==> config.mk <==
export PLATFORM = sky130hd
export DESIGN_NAME = dynamics_curve_evaluator_unit
export DESIGN_NICKNAME = d
export VERILOG_FILES = /design/src/rtl/dce_pkg.sv /design/src/rtl/dynamics_curve_evaluator_unit.sv
export SDC_FILE = /design/constraint.sdc
export NUM_CORES = 2
export LEC_CHECK = 0
export BUFFER_PORTS_ARGS = -buffer_cell sky130_fd_sc_hd__buf_2
export CAP_MARGIN = 20
export CORE_AREA = 2 2 400 402
export CTS_CLUSTER_DIAMETER = 60
export CTS_CLUSTER_SIZE = 14
export DETAILED_ROUTE_END_ITERATION = 7
export DIE_AREA = 0 0 402 404
export PLACE_DENSITY = 0.65
export SLEW_MARGIN = 20
export SYNTH_ARGS = -nofsm -noshare
export SYNTH_HDL_FRONTEND = slang
export SYNTH_SLANG_ARGS = --single-unit
==> constraint.sdc <==
create_clock -name clock -period 39.2 [get_ports clock]
set_input_delay 5.88 -clock clock [delete_from_list [all_inputs] [get_ports clock]]
set_output_delay 5.88 -clock clock [all_outputs]
set_load 0.05 [all_outputs]
==> src/rtl/dce_pkg.sv <==
// shared types and constants of the dynamics curve evaluator
package dce_pkg;

   localparam int unsigned CSR_INDEX_W = 3;
   localparam int unsigned CSR_DATA_W  = 32;

   localparam logic [CSR_INDEX_W-1:0] CSR_START_DATE     = 3'd0;
   localparam logic [CSR_INDEX_W-1:0] CSR_END_DATE       = 3'd1;
   localparam logic [CSR_INDEX_W-1:0] CSR_START_VOLUME   = 3'd2;
   localparam logic [CSR_INDEX_W-1:0] CSR_END_VOLUME     = 3'd3;
   localparam logic [CSR_INDEX_W-1:0] CSR_CURVATURE      = 3'd4;
   localparam logic [CSR_INDEX_W-1:0] CSR_PROTRACTION    = 3'd5;
   localparam logic [CSR_INDEX_W-1:0] CSR_HAS_TRANSITION = 3'd6;

   localparam logic [24:0] ONE_Q24   = 25'h100_0000;
   localparam logic [24:0] HALF_Q24  = 25'h080_0000;
   localparam logic [22:0] QUART_Q24 = 23'h40_0000;
   localparam logic [16:0] ONE_Q16   = 17'h1_0000;
   localparam logic [32:0] ONE_Q32   = 33'h1_0000_0000;
   localparam logic [26:0] THREE_Q24 = 27'h300_0000;

   // sequencer states, one-hot
   typedef enum logic [14:0] {
      ST_IDLE = 15'h0001,
      ST_CP1  = 15'h0002,
      ST_CP2  = 15'h0004,
      ST_TT   = 15'h0008,
      ST_MM   = 15'h0010,
      ST_B1   = 15'h0020,
      ST_B2   = 15'h0040,
      ST_B3   = 15'h0080,
      ST_X1   = 15'h0100,
      ST_X2   = 15'h0200,
      ST_POS  = 15'h0400,
      ST_W1   = 15'h0800,
      ST_W2   = 15'h1000,
      ST_W3   = 15'h2000,
      ST_DONE = 15'h4000
   } state_type;

endpackage

==> src/rtl/dynamics_curve_evaluator_unit.sv <==
// dynamics curve evaluator: bisection on a cubic time curve, smoothstep volume blend
//
// Channels: req_ takes one query date (ticks) per transaction; rsp_ returns one
// transaction per query with the Q8.8 loudness and the Q1.24 curve parameter.
// csr_ writes the transition registers; write them only while the block is idle.
// One 33x33 multiplier is shared by every product under a small sequencer.
// Dates before the start, at the start, at or after the end, or for a constant
// transition go straight to the hand-over. Other dates compute the control points,
// then run up to BISECT_STEPS bisection rounds (7 curve products plus the position
// product that decides the round), then the blend, and then hand over.
// One query is in work at a time; req_tready is high only while the sequencer
// is idle.
// The result sits in an output register, so a new query is taken while a
// result waits; a stalled receiver holds rsp_tvalid and rsp_tdata, and the
// sequencer waits at its end until the output register frees up.
// Reset clears the configuration registers to their defaults (end_date all ones) and empties
// the output register.
module dynamics_curve_evaluator_unit #(
   parameter int unsigned BISECT_STEPS = 24
) (
   input  logic                                   clock,
   input  logic                                   reset,
   input  logic                                   req_tvalid,
   output logic                                   req_tready,
   input  logic [31:0]                            req_tdata,   // [31:0] query_date
   output logic                                   rsp_tvalid,
   input  logic                                   rsp_tready,
   output logic [47:0]                            rsp_tdata,   // [15:0] dynamics_value,
                                                               // [40:16] curve_position
   input  logic                                   csr_we,
   input  logic [dce_pkg::CSR_INDEX_W-1:0]        csr_index,
   input  logic [dce_pkg::CSR_DATA_W-1:0]         csr_wdata
);

   localparam int unsigned RW = $clog2(BISECT_STEPS + 1);

   // configuration registers
   logic [31:0] start_date_ff, end_date_ff;
   logic [15:0] start_volume_ff, end_volume_ff;
   logic [16:0] curvature_ff;
   logic [17:0] protraction_ff;
   logic        has_transition_ff;

   always_ff @(posedge clock) begin
      if (reset) begin
         start_date_ff     <= '0;
         end_date_ff       <= '1;
         start_volume_ff   <= '0;
         end_volume_ff     <= '0;
         curvature_ff      <= '0;
         protraction_ff    <= '0;
         has_transition_ff <= 1'b0;
      end else if (csr_we) begin
         case (csr_index)
            dce_pkg::CSR_START_DATE:     start_date_ff     <= csr_wdata;
            dce_pkg::CSR_END_DATE:       end_date_ff       <= csr_wdata;
            dce_pkg::CSR_START_VOLUME:   start_volume_ff   <= csr_wdata[15:0];
            dce_pkg::CSR_END_VOLUME:     end_volume_ff     <= csr_wdata[15:0];
            dce_pkg::CSR_CURVATURE:      curvature_ff      <= csr_wdata[16:0];
            dce_pkg::CSR_PROTRACTION:    protraction_ff    <= csr_wdata[17:0];
            dce_pkg::CSR_HAS_TRANSITION: has_transition_ff <= csr_wdata[0];
            default: ;
         endcase
      end
   end

   // saturated curvature and protraction
   logic [16:0] c_sat, c_inv, p_mag, p_op;
   logic        p_nonneg;
   logic [17:0] p_neg;

   always_comb begin
      c_sat    = (curvature_ff > dce_pkg::ONE_Q16) ? dce_pkg::ONE_Q16 : curvature_ff;
      c_inv    = dce_pkg::ONE_Q16 - c_sat;
      p_nonneg = ~protraction_ff[17];
      p_neg    = 18'd0 - protraction_ff;
      if (p_nonneg)
         p_mag = (protraction_ff > {1'b0, dce_pkg::ONE_Q16}) ? dce_pkg::ONE_Q16
                                                             : protraction_ff[16:0];
      else
         p_mag = (p_neg > {1'b0, dce_pkg::ONE_Q16}) ? dce_pkg::ONE_Q16 : p_neg[16:0];
      p_op = p_nonneg ? p_mag : (dce_pkg::ONE_Q16 - p_mag);
   end

   // datapath registers
   dce_pkg::state_type state_ff, state_in;
   logic [24:0]   t_ff, t_in;
   logic [22:0]   step_ff, step_in;
   logic [RW-1:0] round_ff, round_in;
   logic [31:0]   off_ff, off_in, span_ff, span_in;
   logic [32:0]   x1_ff, x1_in, x2_ff, x2_in, x_ff, x_in;
   logic [24:0]   tt_ff, tt_in, mm_ff, mm_in, b3_ff, b3_in, w_ff, w_in;
   logic [26:0]   b1_ff, b1_in, b2_ff, b2_in;
   logic [65:0]   acc_ff, acc_in;
   logic [15:0]   vol_ff, vol_in;
   logic          rsp_valid_ff, rsp_valid_in;
   logic [15:0]   rsp_vol_ff, rsp_vol_in;
   logic [24:0]   rsp_pos_ff, rsp_pos_in;

   // shared multiplier
   logic [32:0] mul_a, mul_b;
   logic [65:0] product;
   assign product = {33'd0, mul_a} * {33'd0, mul_b};

   logic [24:0] m_val;
   logic [26:0] sm_coef;
   logic [15:0] vdiff;
   logic        vol_up;
   assign m_val   = dce_pkg::ONE_Q24 - t_ff;
   assign sm_coef = dce_pkg::THREE_Q24 - {1'b0, t_ff, 1'b0};
   assign vol_up  = end_volume_ff >= start_volume_ff;
   assign vdiff   = vol_up ? (end_volume_ff - start_volume_ff)
                           : (start_volume_ff - end_volume_ff);

   // multiplier operand selection
   always_comb begin
      mul_a = '0;
      mul_b = '0;
      case (state_ff)
         dce_pkg::ST_CP1: begin
            mul_a = {16'd0, p_nonneg ? c_inv : c_sat};
            mul_b = {16'd0, p_op};
         end
         dce_pkg::ST_CP2: begin
            mul_a = {16'd0, p_nonneg ? c_sat : c_inv};
            mul_b = {16'd0, p_op};
         end
         dce_pkg::ST_TT, dce_pkg::ST_W1: begin
            mul_a = {8'd0, t_ff};
            mul_b = {8'd0, t_ff};
         end
         dce_pkg::ST_MM: begin
            mul_a = {8'd0, m_val};
            mul_b = {8'd0, m_val};
         end
         dce_pkg::ST_B1: begin
            mul_a = {8'd0, t_ff};
            mul_b = {8'd0, mm_ff};
         end
         dce_pkg::ST_B2: begin
            mul_a = {8'd0, tt_ff};
            mul_b = {8'd0, m_val};
         end
         dce_pkg::ST_B3: begin
            mul_a = {8'd0, tt_ff};
            mul_b = {8'd0, t_ff};
         end
         dce_pkg::ST_X1: begin
            mul_a = x1_ff;
            mul_b = {6'd0, b1_ff};
         end
         dce_pkg::ST_X2: begin
            mul_a = x2_ff;
            mul_b = {6'd0, b2_ff};
         end
         dce_pkg::ST_POS: begin
            mul_a = x_ff;
            mul_b = {1'b0, span_ff};
         end
         dce_pkg::ST_W2: begin
            mul_a = {6'd0, sm_coef};
            mul_b = {8'd0, tt_ff};
         end
         dce_pkg::ST_W3: begin
            mul_a = {17'd0, vdiff};
            mul_b = {8'd0, w_ff};
         end
         default: ;
      endcase
   end

   // per-state derived values
   logic [65:0] x_sum, pos_diff, pos_mag;
   logic [31:0] date;
   logic        constant, accept, out_free, err_small, go_down, last_round;
   logic [15:0] delta;

   assign date       = req_tdata;
   assign accept     = req_tvalid & req_tready;
   assign out_free   = ~rsp_valid_ff | rsp_tready;
   assign constant   = (~has_transition_ff && end_volume_ff == 16'd0) ||
                       (start_volume_ff == end_volume_ff);
   assign x_sum      = acc_ff + product + {9'd0, b3_ff, 32'd0};
   assign pos_diff   = product - {2'd0, off_ff, 32'd0};
   assign go_down    = ~pos_diff[65] && (pos_diff != 66'd0);
   assign pos_mag    = pos_diff[65] ? (66'd0 - pos_diff) : pos_diff;
   assign err_small  = pos_mag[65:32] == 34'd0;
   assign last_round = round_ff == RW'(BISECT_STEPS - 1);
   assign delta      = product[39:24];

   // sequencer
   always_comb begin
      state_in     = state_ff;
      t_in         = t_ff;
      step_in      = step_ff;
      round_in     = round_ff;
      off_in       = off_ff;
      span_in      = span_ff;
      x1_in        = x1_ff;
      x2_in        = x2_ff;
      x_in         = x_ff;
      tt_in        = tt_ff;
      mm_in        = mm_ff;
      b1_in        = b1_ff;
      b2_in        = b2_ff;
      b3_in        = b3_ff;
      w_in         = w_ff;
      acc_in       = acc_ff;
      vol_in       = vol_ff;
      rsp_valid_in = rsp_valid_ff;
      rsp_vol_in   = rsp_vol_ff;
      rsp_pos_in   = rsp_pos_ff;
      if (rsp_tready)
         rsp_valid_in = 1'b0;
      case (state_ff)
         dce_pkg::ST_IDLE: begin
            if (accept) begin
               off_in   = date - start_date_ff;
               span_in  = end_date_ff - start_date_ff;
               t_in     = dce_pkg::HALF_Q24;
               step_in  = dce_pkg::QUART_Q24;
               round_in = '0;
               vol_in   = start_volume_ff;
               state_in = dce_pkg::ST_CP1;
               if (date < start_date_ff || constant) begin
                  t_in     = '0;
                  state_in = dce_pkg::ST_DONE;
               end else if (date >= end_date_ff) begin
                  t_in     = dce_pkg::ONE_Q24;
                  vol_in   = end_volume_ff;
                  state_in = dce_pkg::ST_DONE;
               end else if (date == start_date_ff) begin
                  t_in     = '0;
                  state_in = dce_pkg::ST_DONE;
               end
            end
         end
         dce_pkg::ST_CP1: begin
            x1_in    = (p_nonneg ? {c_sat, 16'd0} : 33'd0) + product[32:0];
            state_in = dce_pkg::ST_CP2;
         end
         dce_pkg::ST_CP2: begin
            x2_in    = (p_nonneg ? {c_inv, 16'd0} : 33'd0) + product[32:0];
            state_in = dce_pkg::ST_TT;
         end
         dce_pkg::ST_TT: begin
            tt_in    = product[48:24];
            state_in = dce_pkg::ST_MM;
         end
         dce_pkg::ST_MM: begin
            mm_in    = product[48:24];
            state_in = dce_pkg::ST_B1;
         end
         dce_pkg::ST_B1: begin
            b1_in    = 27'(3 * {2'd0, product[48:24]});
            state_in = dce_pkg::ST_B2;
         end
         dce_pkg::ST_B2: begin
            b2_in    = 27'(3 * {2'd0, product[48:24]});
            state_in = dce_pkg::ST_B3;
         end
         dce_pkg::ST_B3: begin
            b3_in    = product[48:24];
            state_in = dce_pkg::ST_X1;
         end
         dce_pkg::ST_X1: begin
            acc_in   = product;
            state_in = dce_pkg::ST_X2;
         end
         dce_pkg::ST_X2: begin
            // clamp X to one
            x_in     = (x_sum[65:24] > {9'd0, dce_pkg::ONE_Q32}) ? dce_pkg::ONE_Q32
                                                                : x_sum[56:24];
            state_in = dce_pkg::ST_POS;
         end
         dce_pkg::ST_POS: begin
            if (err_small) begin
               state_in = dce_pkg::ST_W1;
            end else begin
               t_in     = go_down ? (t_ff - {2'd0, step_ff}) : (t_ff + {2'd0, step_ff});
               step_in  = step_ff >> 1;
               round_in = round_ff + RW'(1);
               state_in = last_round ? dce_pkg::ST_W1 : dce_pkg::ST_TT;
            end
         end
         dce_pkg::ST_W1: begin
            tt_in    = product[48:24];
            state_in = dce_pkg::ST_W2;
         end
         dce_pkg::ST_W2: begin
            w_in     = (product[65:24] > {17'd0, dce_pkg::ONE_Q24}) ? dce_pkg::ONE_Q24
                                                                   : product[48:24];
            state_in = dce_pkg::ST_W3;
         end
         dce_pkg::ST_W3: begin
            vol_in   = vol_up ? (start_volume_ff + delta) : (start_volume_ff - delta);
            state_in = dce_pkg::ST_DONE;
         end
         dce_pkg::ST_DONE: begin
            // hand over once the output register is free
            if (out_free) begin
               rsp_valid_in = 1'b1;
               rsp_vol_in   = vol_ff;
               rsp_pos_in   = t_ff;
               state_in     = dce_pkg::ST_IDLE;
            end
         end
         default: state_in = dce_pkg::ST_IDLE;
      endcase
   end

   // control state
   always_ff @(posedge clock) begin
      if (reset) begin
         state_ff     <= dce_pkg::ST_IDLE;
         rsp_valid_ff <= 1'b0;
      end else begin
         state_ff     <= state_in;
         rsp_valid_ff <= rsp_valid_in;
      end
   end

   // payload registers
   always_ff @(posedge clock) begin
      t_ff       <= t_in;
      step_ff    <= step_in;
      round_ff   <= round_in;
      off_ff     <= off_in;
      span_ff    <= span_in;
      x1_ff      <= x1_in;
      x2_ff      <= x2_in;
      x_ff       <= x_in;
      tt_ff      <= tt_in;
      mm_ff      <= mm_in;
      b1_ff      <= b1_in;
      b2_ff      <= b2_in;
      b3_ff      <= b3_in;
      w_ff       <= w_in;
      acc_ff     <= acc_in;
      vol_ff     <= vol_in;
      rsp_vol_ff <= rsp_vol_in;
      rsp_pos_ff <= rsp_pos_in;
   end

   assign req_tready = state_ff == dce_pkg::ST_IDLE;
   assign rsp_tvalid = rsp_valid_ff;
   assign rsp_tdata  = {7'd0, rsp_pos_ff, rsp_vol_ff};

endmodule
==> impl_results.md <==
* Status: finished with violations
* Violated checks: DRC
* Largest area contributor in the netlist: fa_1
* Vias in the first global route at 64,800
* Cell row count at 146
* CP dominant cell by count: a21oi_1
* Total power at 1870 uW
* # setup viols final at 0
* Fmax at 0.0459 GHz
* Gate Count Post-Synth at 8,746
* Req. time, crit path at 39,630 ps
* Post-route met1 wirelength at 110,000 um
* CTS hold repair buffers at 0
* Worst VDD drop at 0.0344 mV
* Yosys Warn Count at 0
* Vias at 64,800
* Layout Nets at 10,400
* Ys async rst share at 0%
* DR iter-0 viols at 6,109
* Vias per inst at 5.99
* RSZ-0062 raised after global routing: no
* Worst setup margin at 17,430 ps
* CTS tree: built
* Worst slew margin at 23.9%
* Root buf cell: clkbuf_16
* Seq/Total Area, Yosys at 22.6%
* WL met3 at 26,600 um
* Final hold vios at 0
* Placed Cells at 10,700
* Drt first pass iters at 8
* Post-synth top area share at 24.5%
* CP Class: reg -> reg
* Num CTS Buffers at 68
* Die width at 402 um
* Max incr delay on CP at 740 ps
* Min cycle time layout at 21,770 ps
* Top-level I/O count at 122
* Worst min-delay path class: reg -> reg
* Critical Path AT at 22,210 ps
* Gr usage total at 33.2%
* EDFF count, synth at 493
* Nature of the critical path startpoint: flop
* Die ar. at 0.162 mm2
* Leakage power at 0.0373 uW
* Remaining antenna violation count after routing at 0
* Mapped Area at 0.0787 mm2
* Non-filler cells, final at 10,800
* Crit share post-route at 55.5%
* Unique masters post-synth at 114
* Crit path capture type: flop
* CP max stage cell: or4b_2
* Drt total wl at 270,000 um
* Initial antenna violation count at 6
* Most frequent cells in the layout: inv_1, nand2_1, fa_1
* Clock slew at reported path FFs at 60 ps
* Post-CTS setup buffers at 0
* Core Box Area at 0.158 mm2
* Final setup skew at 49.1 ps
* Dpl ws at 17,900 ps
* Final hold slack at 424 ps
* Global-route wire length before repair at 406,000 um
* Syn_area_per_cell at 9.00 um2
* Slew Limit Fails at 0
* Pwr dens at 22.3 mW/mm2
* Clock sinks at 641
* Clk_lat worst skew at 680 ps
* Synth area leaders: fa_1, edfxtp_1, ha_1
* Total grt overflow at 0
* Tightest Pin Transition at 1140 ps
* # H-tree levels at 3
* Setup TNS at 0 ps
* Primary FF master, synth: edfxtp_1
* Pin count of the biggest net entering global routing at 99
* DR WL met2 at 121,000 um
* DR DRC count at 5
* Die height at 404 um
* Commonest non-fill, non-tap cell in the layout: inv_1
* #FFs+latches synth at 641
* Top routing layer in use: met5
* PortBufs at 114
* Per-cell routed wire length at 25.0 um
* Post_cts resized at 0
* Max FO, Critical Path at 34
* MaxCap Viol Count at 0
* GPL Wtd Cong at 1.01
* Area grow syn2layout at 6.66%
* Detailed placer's ending HPWL at 212,000 um
* Max clock buf depth at 3
* Initial Util at 49.9%
* Layout cell share with drive strength beyond 1 at 6.34%
## metal layers
| metal | up-vias | global-route usage, % |
|---|---|---|
| met1 | 32200 | 44.3 |
| met2 | 3150 | 52.5 |
| li1 | 28800 | - |
| met4 | 6 | 13.6 |
| met3 | 570 | 7.10 |
| met5 | - | 0.654 |
## cell families after synthesis
logic type	count (synthesis)	synth area share, %
other	1	0.00477
flip-flops	641	22.6
buffers and inverters	1774	8.63
multiplexers	41	0.565
AO/OA/AOI/OAI	1507	12.8
adder cells (fa/ha/maj)	1614	34.8
XOR/XNOR	366	4.07
AND/OR/NAND/NOR	2802	16.5
## synthesized netlist by cell type, types with 20 or more instances
master    count
edfxtp_1    493
nor2_1      719
a21o_1      180
a221oi_1     34
a31oi_1      52
a211o_1      42
nor2b_1      84
a22o_1       20
fa_1        962
nor3_1      133
o21ai_0     237
or2_2        37
nand2b_1     76
mux2i_1      32
nor3_2       22
o211ai_1     32
inv_1      1361
clkbuf_1    334
a22oi_1      56
or4_1        25
nand4_1      78
nor4_1       41
a221o_1      20
o21a_1       53
o21bai_1     61
and2_1       92
a222oi_1     41
or3_1        39
nand3_1     126
ha_1        652
buf_2        39
xnor2_1     234
dfxtp_1     148
nand2_1    1163
and3_1       68
o31ai_1      24
a211oi_1     42
xor2_1      132
a21oi_1     435
## power breakdown
group / internal, uW / switching [uW]
clock network: 360 / 303
logic: 136 / 277
registers: 762 / 34.6
## flip-flops by register name (all words and copies together), names as in the netlist, 27 cells and up
register / flops
acc_ff: 66
end_date_ff: 32
x2_ff: 33
b2_ff: 27
span_ff: 32
off_ff: 32
x_ff: 33
x1_ff: 33
start_date_ff: 32
b1_ff: 27
## through the flow
| step | cell area (um2) | util (%) |
|---|---|---|
| 3_3_place_gp | 81600 | 51.7 |
| 5_1_grt | 83900 | 53.2 |
| 4_1_cts | 83800 | 53.1 |
| 6_report | 83900 | 53.2 |
| 2_1_floorplan | 78700 | - |
| 3_5_place_dp | 81600 | 51.7 |
## worst max-delay path, delay by kind of cell, from the launching register on
family	cells	cell delay [ps]
compound gates	39	8820
xor+xnor	4	1100
fa+ha+maj	12	5470
buf+inv	9	2560
flops	1	490
simple gates	11	2940
## path summary, 6_finish.rpt
check / from / to / cells past startpoint / slack (ps)
max: start_volume_ff[1]$_SDFFE_PP0P_ / t_ff[23]$_DFFE_PP_ / 75 / 17430
min: vol_ff[2]$_DFFE_PP_ / rsp_vol_ff[2]$_DFFE_PP_ / 0 / 420
max reg2reg: start_volume_ff[1]$_SDFFE_PP0P_ / t_ff[23]$_DFFE_PP_ / 75 / 17430
min reg2reg: vol_ff[2]$_DFFE_PP_ / rsp_vol_ff[2]$_DFFE_PP_ / 0 / 420
## layout make-up
cell class,count,area (um2)
tap,2072,2590
multi-input combinational,6337,54500
antenna,6,15.0
fill,14400,73900
sequential,641,17800
timing repair buffer,267,1750
inverter,1368,5130
clock buffer,85,1870
clock inverter,30,334
Note: power is estimated with default switching activity, not from simulation.
